`src/hw/rtl/assert_macros.svh`:
```
// Assertion macros shared by the forward-kinematics RTL.
// Included by the modules that carry concurrent assertions.
`ifndef ASSERT_MACROS_SVH
`define ASSERT_MACROS_SVH

// Clocked assertion, disabled while reset is asserted.
`define FK_ASSERT(name, prop, msg) \
    name: assert property (@(posedge i_clk) disable iff (!i_rst_n) prop) else $error(msg);

// Clocked assertion that is also checked during reset.
`define FK_ASSERT_ALWAYS(name, prop, msg) \
    name: assert property (@(posedge i_clk) prop) else $error(msg);

`endif

```
`src/hw/rtl/fk_pkg.sv`:
```
// Shared types, constants and arithmetic helpers for the arm forward kinematics.
// No dependencies; imported by every module of the block.
`timescale 1ns / 1ps

package fk_pkg;

    localparam int NJ    = 6;
    localparam int ANG_W = 26;
    localparam int LEN_W = 26;
    localparam int POS_W = 27;
    localparam int ROT_W = 32;

    localparam int IN_DATA_W  = 160;
    localparam int OUT_DATA_W = 376;

    localparam logic [24:0] FULL_TURN    = 25'd23592960;
    localparam logic [24:0] QUARTER_TURN = 25'd5898240;
    localparam logic [24:0] EIGHTH_TURN  = 25'd2949120;

    // pi/180 scaled by 2^46, split so each partial product stays narrow.
    localparam logic [40:0] DEG2RAD_K  = 41'd1228166276394;
    localparam logic [20:0] DEG2RAD_HI = DEG2RAD_K[40:20];
    localparam logic [19:0] DEG2RAD_LO = DEG2RAD_K[19:0];

    localparam logic signed [31:0] ONE_Q30 = 32'sd1073741824;
    localparam logic [25:0] LEN_MAX        = 26'd65536000;
    localparam logic signed [31:0] POS_MAX = 32'sd65536000;

    localparam logic [25:0] UPPER_RESET = 26'd22189703;
    localparam logic [25:0] FORE_RESET  = 26'd22107936;

    localparam logic [0:0] CFG_UPPER = 1'b0;
    localparam logic [0:0] CFG_FORE  = 1'b1;

    localparam int QUEUE_DEPTH = 2;

    // Series divisors per term index, and floor(2^32 / d) for the reciprocal division.
    // The sine series has five terms; its sixth slot is computed but never added.
    localparam logic [7:0] SIN_DIV [0:5] = '{8'd6, 8'd20, 8'd42, 8'd72, 8'd110, 8'd132};
    localparam logic [7:0] COS_DIV [0:5] = '{8'd2, 8'd12, 8'd30, 8'd56, 8'd90, 8'd132};
    localparam logic [31:0] SIN_RECIP [0:5] = '{
        32'(64'h1_0000_0000 / 64'd6),   32'(64'h1_0000_0000 / 64'd20),
        32'(64'h1_0000_0000 / 64'd42),  32'(64'h1_0000_0000 / 64'd72),
        32'(64'h1_0000_0000 / 64'd110), 32'(64'h1_0000_0000 / 64'd132)};
    localparam logic [31:0] COS_RECIP [0:5] = '{
        32'(64'h1_0000_0000 / 64'd2),   32'(64'h1_0000_0000 / 64'd12),
        32'(64'h1_0000_0000 / 64'd30),  32'(64'h1_0000_0000 / 64'd56),
        32'(64'h1_0000_0000 / 64'd90),  32'(64'h1_0000_0000 / 64'd132)};

    typedef logic signed [31:0] t_q30;

    // Sine and cosine of all six joints, joint 1 in the lowest slot.
    typedef struct packed {
        logic [NJ-1:0][31:0] sn;
        logic [NJ-1:0][31:0] cs;
    } t_trig;

    // Shift right by 30, rounding to nearest with ties away from zero.
    function automatic logic signed [63:0] round_q30(input logic signed [63:0] v);
        logic [63:0] mag;
        logic [63:0] rnd;
        mag = v[63] ? 64'(-v) : 64'(v);
        rnd = (mag + 64'd536870912) >> 30;
        round_q30 = v[63] ? -$signed(rnd) : $signed(rnd);
    endfunction

    function automatic t_q30 clamp_q30(input logic signed [63:0] v);
        if (v > 64'sd1073741824) begin
            clamp_q30 = ONE_Q30;
        end else if (v < -64'sd1073741824) begin
            clamp_q30 = -ONE_Q30;
        end else begin
            clamp_q30 = 32'(v);
        end
    endfunction

endpackage

```
`src/hw/rtl/fk_queue.sv`:
```
// Two-entry queue of sine/cosine sets between the front and back ends.
// Depends on fk_pkg.
`timescale 1ns / 1ps

module fk_queue import fk_pkg::*; (
    input  logic  i_clk,
    input  logic  i_rst_n,
    input  logic  i_push,
    input  t_trig i_data,
    output logic  o_full,
    input  logic  i_pop,
    output t_trig o_data,
    output logic  o_empty
);

    localparam int PTR_W = $clog2(QUEUE_DEPTH);
    localparam int CNT_W = $clog2(QUEUE_DEPTH + 1);

    t_trig            r_mem [0:QUEUE_DEPTH-1];
    logic [PTR_W-1:0] r_wr_ptr;
    logic [PTR_W-1:0] r_rd_ptr;
    logic [CNT_W-1:0] r_count;

    assign o_full  = (r_count == CNT_W'(QUEUE_DEPTH));
    assign o_empty = (r_count == '0);
    assign o_data  = r_mem[r_rd_ptr];

    always_ff @(posedge i_clk) begin
        if (!i_rst_n) begin
            r_wr_ptr <= '0;
            r_rd_ptr <= '0;
            r_count  <= '0;
        end else begin
            if (i_push) begin
                r_wr_ptr <= (r_wr_ptr == PTR_W'(QUEUE_DEPTH - 1)) ? '0 : r_wr_ptr + 1'b1;
            end
            if (i_pop) begin
                r_rd_ptr <= (r_rd_ptr == PTR_W'(QUEUE_DEPTH - 1)) ? '0 : r_rd_ptr + 1'b1;
            end
            if (i_push && !i_pop) begin
                r_count <= r_count + 1'b1;
            end else if (i_pop && !i_push) begin
                r_count <= r_count - 1'b1;
            end
        end
    end

    always_ff @(posedge i_clk) begin
        if (i_push) begin
            r_mem[r_wr_ptr] <= i_data;
        end
    end

endmodule

```
`config.mk`:
```
export PLATFORM = sky130hd
export DESIGN_NAME = fk_queue
export DESIGN_NICKNAME = d
export VERILOG_FILES = /design/src/hw/rtl/assert_macros.svh /design/src/hw/rtl/fk_pkg.sv /design/src/hw/rtl/fk_queue.sv
export SDC_FILE = /design/constraint.sdc
export NUM_CORES = 1
export LEC_CHECK = 0
export BUFFER_PORTS_ARGS = -buffer_cell sky130_fd_sc_hd__buf_2
export CORE_AREA = 3 3 298 300
export CTS_BUF_LIST = sky130_fd_sc_hd__clkbuf_2 sky130_fd_sc_hd__clkbuf_4 sky130_fd_sc_hd__clkbuf_8
export DETAILED_ROUTE_END_ITERATION = 12
export DIE_AREA = 0 0 301 303
export PLACE_DENSITY = 0.56
export SETUP_SLACK_MARGIN = 0.15
export SLEW_MARGIN = 5
export SYNTH_ARGS = -nofsm -noshare
export SYNTH_HDL_FRONTEND = slang
export SYNTH_SLANG_ARGS = --single-unit
```
`constraint.sdc`:
```
create_clock -name i_clk -period 31.2 [get_ports i_clk]
set_input_delay 6.24 -clock i_clk [delete_from_list [all_inputs] [get_ports i_clk]]
set_output_delay 6.24 -clock i_clk [all_outputs]
set_load 0.05 [all_outputs]
```
; ---- After elaboration in Yosys (flattened, before gate mapping)
; Memory sizes are Yosys's and may differ from the RTL's. A register that Yosys moved wholly into a read port is not among the register bits.
; Cells that the tools add are included.
[word_totals]
ff_bits = 4
latchBits = 0
ramBits = 768
rom_bits = 0
inputBits = 388
output_inout_bits = 386
word_cells = 23
mem_count = 1
[memory_table]
columns = memory, words, word_bits, rd, rd_clocked_by_memory_dff, write_ports, line
row1 = r_mem, 2, 384, 1, 1, 1, fk_queue.sv:19  ; t_trig r_mem [0:QUEUE_DEPTH-1];
[op_classes]
n_addsub = 4
mul = 0
n_div = 0
order_cmp = 0
eq_ne = 1
shifts = 0
mux = 8
n_bitwise = 0
reduce_logical = 6
[ops]
columns = op, n
row1 = 2-to-1 mux 1 bit, 6
row2 = 2-to-1 mux 2 bit, 2
row3 = "adder 1 bit, second input constant", 2
row4 = "adder 2 x 1 -> 2 bit, second input constant", 1
row5 = "== test 2 bit, second input constant", 1
row6 = logical AND 1 bit, 2
row7 = zero test 1 bit, 2
row8 = zero test 2 bit, 1
row9 = nonzero test 2 bit, 1
row10 = "subtractor 2 x 1 -> 2 bit, second input constant", 1

; ---- Logic depth before layout (Yosys ltp)
[depth]
ltp_word = 4
mapped_depth = 5
ltp_nobuf = 5

; ---- Least setup slack after synthesis
; OpenSTA, ideal clock, no wires.
[synth_path]
kind = input to register
startpoint = input i_push
endpoint = register r_wr_ptr
setup_time_ps = 137
t_arrival_ps = 23932
t_required_ps = 31063
setup_slack_ps = 7130
cell_stages = 2
path_buffers = 0
cell_sequence = nor2b_1 > o21a_1
[synth_rtl]
columns = item, line
row1 = from (decl), fk_queue.sv:8  ; input logic i_push,
row2 = to (signal assigned), fk_queue.sv:35  ; r_wr_ptr <= (r_wr_ptr == PTR_W'(QUEUE_DEPTH - 1)) ? '0 : r_wr_ptr + 1'b1;
row3 = to (decl), fk_queue.sv:20  ; logic [PTR_W-1:0] r_wr_ptr;

==> key figures <==
Status
  – Status: finished clean

Pwr
  – Sw Ratio: 0.280
  – Int Power: 1820 uW
  – Clock power frac: 0.348
  – Psw: 708 uW
  – Pleak: 0.0146 uW
  – Gate power share: 0.169
  – Reg power frac: 0.483
  – Total power: 2530 uW
  – PwrDens: 68.3 nW/um2
  – Worst vdd ir: 0.0000426 V

Clock tree
  – CTS Sinks: 773
  – Max clock buf depth: 3
  – Post-CTS Resized: 0
  – Cts-stage hold buffer count: 0
  – CTS root buffer: clkbuf_8
  – Cts bufs inserted: 133
  – CTS tree: done
  – Worst-Skew Late Latency: 0.80 ns
  – Clock transition at path regs: 0.05 ns
  – H-tree depth: 4
  – Postcts setup bufs: 0

STA
  – Tightest Pin Transition: 1.12 ns
  – Final slew viol count: 0
  – Worst slew margin: 0.252
  – Setup-violating endpoint count in the final report: 0
  – TNS Setup: 0 ns
  – FMAX: 96.5 MHz
  – Period utilisation layout: 0.332
  – RSZ-0062 raised after global routing: no
  – Min Hold Slack: 0.502 ns
  – Min Clock Period, post-route: 10.37 ns
  – Final worst clock skew: 0.0448 ns
  – Endpoints failing hold: 0

Yosys
  – #FFs+latches synth: 773
  – Synth warn: 0
  – Multiplexer area fraction after synthesis: 0.192
  – Post-synthesis simple-gate area fraction: 0.00182
  – Cells after Synth: 1217
  – Post-synthesis xor/xnor area fraction: 0.000891
  – Mapped Area: 29500 um2
  – Largest family of logic cells by synthesized area: multiplexers
  – Synth top area share: 0.782
  – Avg Cell Area, Syn: 24.2 um2
  – Register area share after synthesis: 0.786
  – Unique masters post-synth: 19
  – Synthesized-area fraction occupied by adder cells: 0.000424
  – Syn Nets: 1606
  – Top post-synthesis cells by area: edfxtp_1, mux2_4, buf_6
  – Post-synthesis compound-gate area fraction: 0.000679
  – Leading area contributor after synthesis: edfxtp_1

Layout
  – Register area: 23200 um2
  – FILL cells: 7762
  – Multi-input gate area: 5800 um2
  – Post-layout util: 0.428
  – Post-Layout Cell Count: 3366
  – Final net count: 2487
  – Share of cells above drive strength 1: 0.629
  – Area grow syn2layout: 25.6%

Route
  – Initial drt markers: 697
  – Vias/cell: 4.39
  – Pre-antenna DRT Iters: 6
  – Vias: 14800
  – DRT antenna net count: 0
  – DRC Markers: 0
  – Total Wirelength: 70700 um
  – Routed wire per std cell: 21.0 um

Setup path
  – Crit. End Element: output pin
  – CP max FO: 57
  – WP data arrival: 4.13 ns
  – CP Launch Type: flip-flop
  – Worst EP required: 24.96 ns
  – RR Startpoint: r_wr_ptr
  – Kind of critical path: reg2out

GRT
  – GRT Total Usage: 0.149
  – Grt ovf: 0
  – First-pass GRT wire length: 99700 um
  – Vias in the first global route: 15800
  – Initial antenna violation count: 37
  – Largest net degree at the start of global routing: 129

Floorplanning
  – Die width: 301 um
  – Boundary Pins: 774
  – Initial core utilization: 0.341
  – Die ar.: 91200 um2
  – Area of the core: 86500 um2
  – Cell Rows: 108
  – Die Height: 303 um

Placed design
  – Routability Congestion: 0.804
  – Placed wire-length estimate: 49900 um
  – Post-Place Cells: 3118
  – Port Buf Inserts: 773

Run
  – Max-cap violations: 0

Worst hold path
  – Hold Crit Class: reg2reg
  – Hold Path Origin: r_count[1]
[cell usage after synthesis]
master,instances
ha_1,1
a21boi_0,1
nor2b_1,3
buf_6,28
buf_8,11
o21ai_0,1
buf_2,2
o21a_1,1
mux2_4,360
mux2_2,24
and2_1,4
or3_1,1
buf_12,2
xnor2_1,1
edfxtp_1,768
xor2_1,2
nor2_1,1
inv_1,1
dfxtp_1,5
[cell type report]
class                      count  area share
inverter                       1    0.000101
sequential                   773       0.626
clock buffer                 175      0.0586
tap                         1155      0.0390
clock inverter                56      0.0108
antenna                       17     0.00115
multi-input combinational    400       0.157
timing repair buffer         789       0.108
[final timing paths]
check / end / slack [ns] / cells past startpoint
worst max-delay path: o_data[39] / 20.83 / 4
worst min-delay path: r_count[1] / 0.50 / 2
worst max register to register: r_mem[1][78] / 27.79 / 3
worst min register to register: r_count[1] / 0.50 / 2
[stage by stage]
step	worst slack (ns)	cell area [um2]
5_1_grt	20.52	37000
3_3_place_gp	21.61	34400
4_1_cts	20.63	37000
3_5_place_dp	21.54	34400
2_1_floorplan	7.13	29500
6_report	20.83	37000
[flip-flops by register name, indices dropped and copies added (netlist names), named ones only]
register,count
r_count,2
r_wr_ptr,1
r_rd_ptr,1
r_mem,768
[power groups by stage]
| stage | Combinational (uW) | Sequential [uW] | Clock (uW) |
|---|---|---|---|
| floorplan | 337 | 1260 | 0 |
| detailed placement | 432 | 1240 | 0 |
| CTS | 433 | 1220 | 917 |
| global placement | 429 | 1240 | 0 |
| global route | 447 | 1220 | 962 |
| finish | 427 | 1220 | 881 |
[cell usage in the layout (no fill, tap or decap), types with 2 or more instances in the layout]
| cell type | synthesis | final |
|---|---|---|
| bufinv_16 | 0 | 3 |
| clkinv_8 | 0 | 2 |
| diode_2 | 0 | 17 |
| inv_6 | 0 | 4 |
| dfxtp_1 | 5 | 4 |
| mux2_2 | 24 | 24 |
| and2_1 | 4 | 3 |
| clkinvlp_4 | 0 | 7 |
| xor2_1 | 2 | 2 |
| clkinv_1 | 0 | 26 |
| clkbuf_8 | 0 | 137 |
| mux2_4 | 360 | 360 |
| clkbuf_4 | 0 | 38 |
| clkinv_2 | 0 | 10 |
| nor2b_1 | 3 | 2 |
| inv_8 | 0 | 3 |
| buf_2 | 2 | 773 |
| buf_4 | 0 | 15 |
| edfxtp_1 | 768 | 768 |
[per-layer routing]
layer / vias up / routed length, um / GRT usage
met3: 178 / 7850 / 0.0782
met4: 34 / 2250 / 0.0699
met5: - / 226 / 0
li1: 6688 / - / -
met1: 7212 / 23900 / 0.147
met2: 670 / 36500 / 0.257
[logic make-up (layout without fill, tap and decap cells)]
| family | after synthesis | count (layout) |
|---|---|---|
| XOR/XNOR | 3 | 3 |
| AND/OR/NAND/NOR | 9 | 9 |
| multiplexers | 384 | 384 |
| other | 0 | 17 |
| adder cells (fa/ha/maj) | 1 | 1 |
| flip-flops | 773 | 773 |
| buffers and inverters | 44 | 1021 |
| AO/OA/AOI/OAI | 3 | 3 |
[worst max-delay path, cell delays in order (launching register included)]
cell	delay [ns]
dfxtp_4	0.88
buf_4	0.93
buf_4	0.84
mux2_4	0.35
buf_2	0.21
Note: power is estimated with default switching activity, not from simulation.
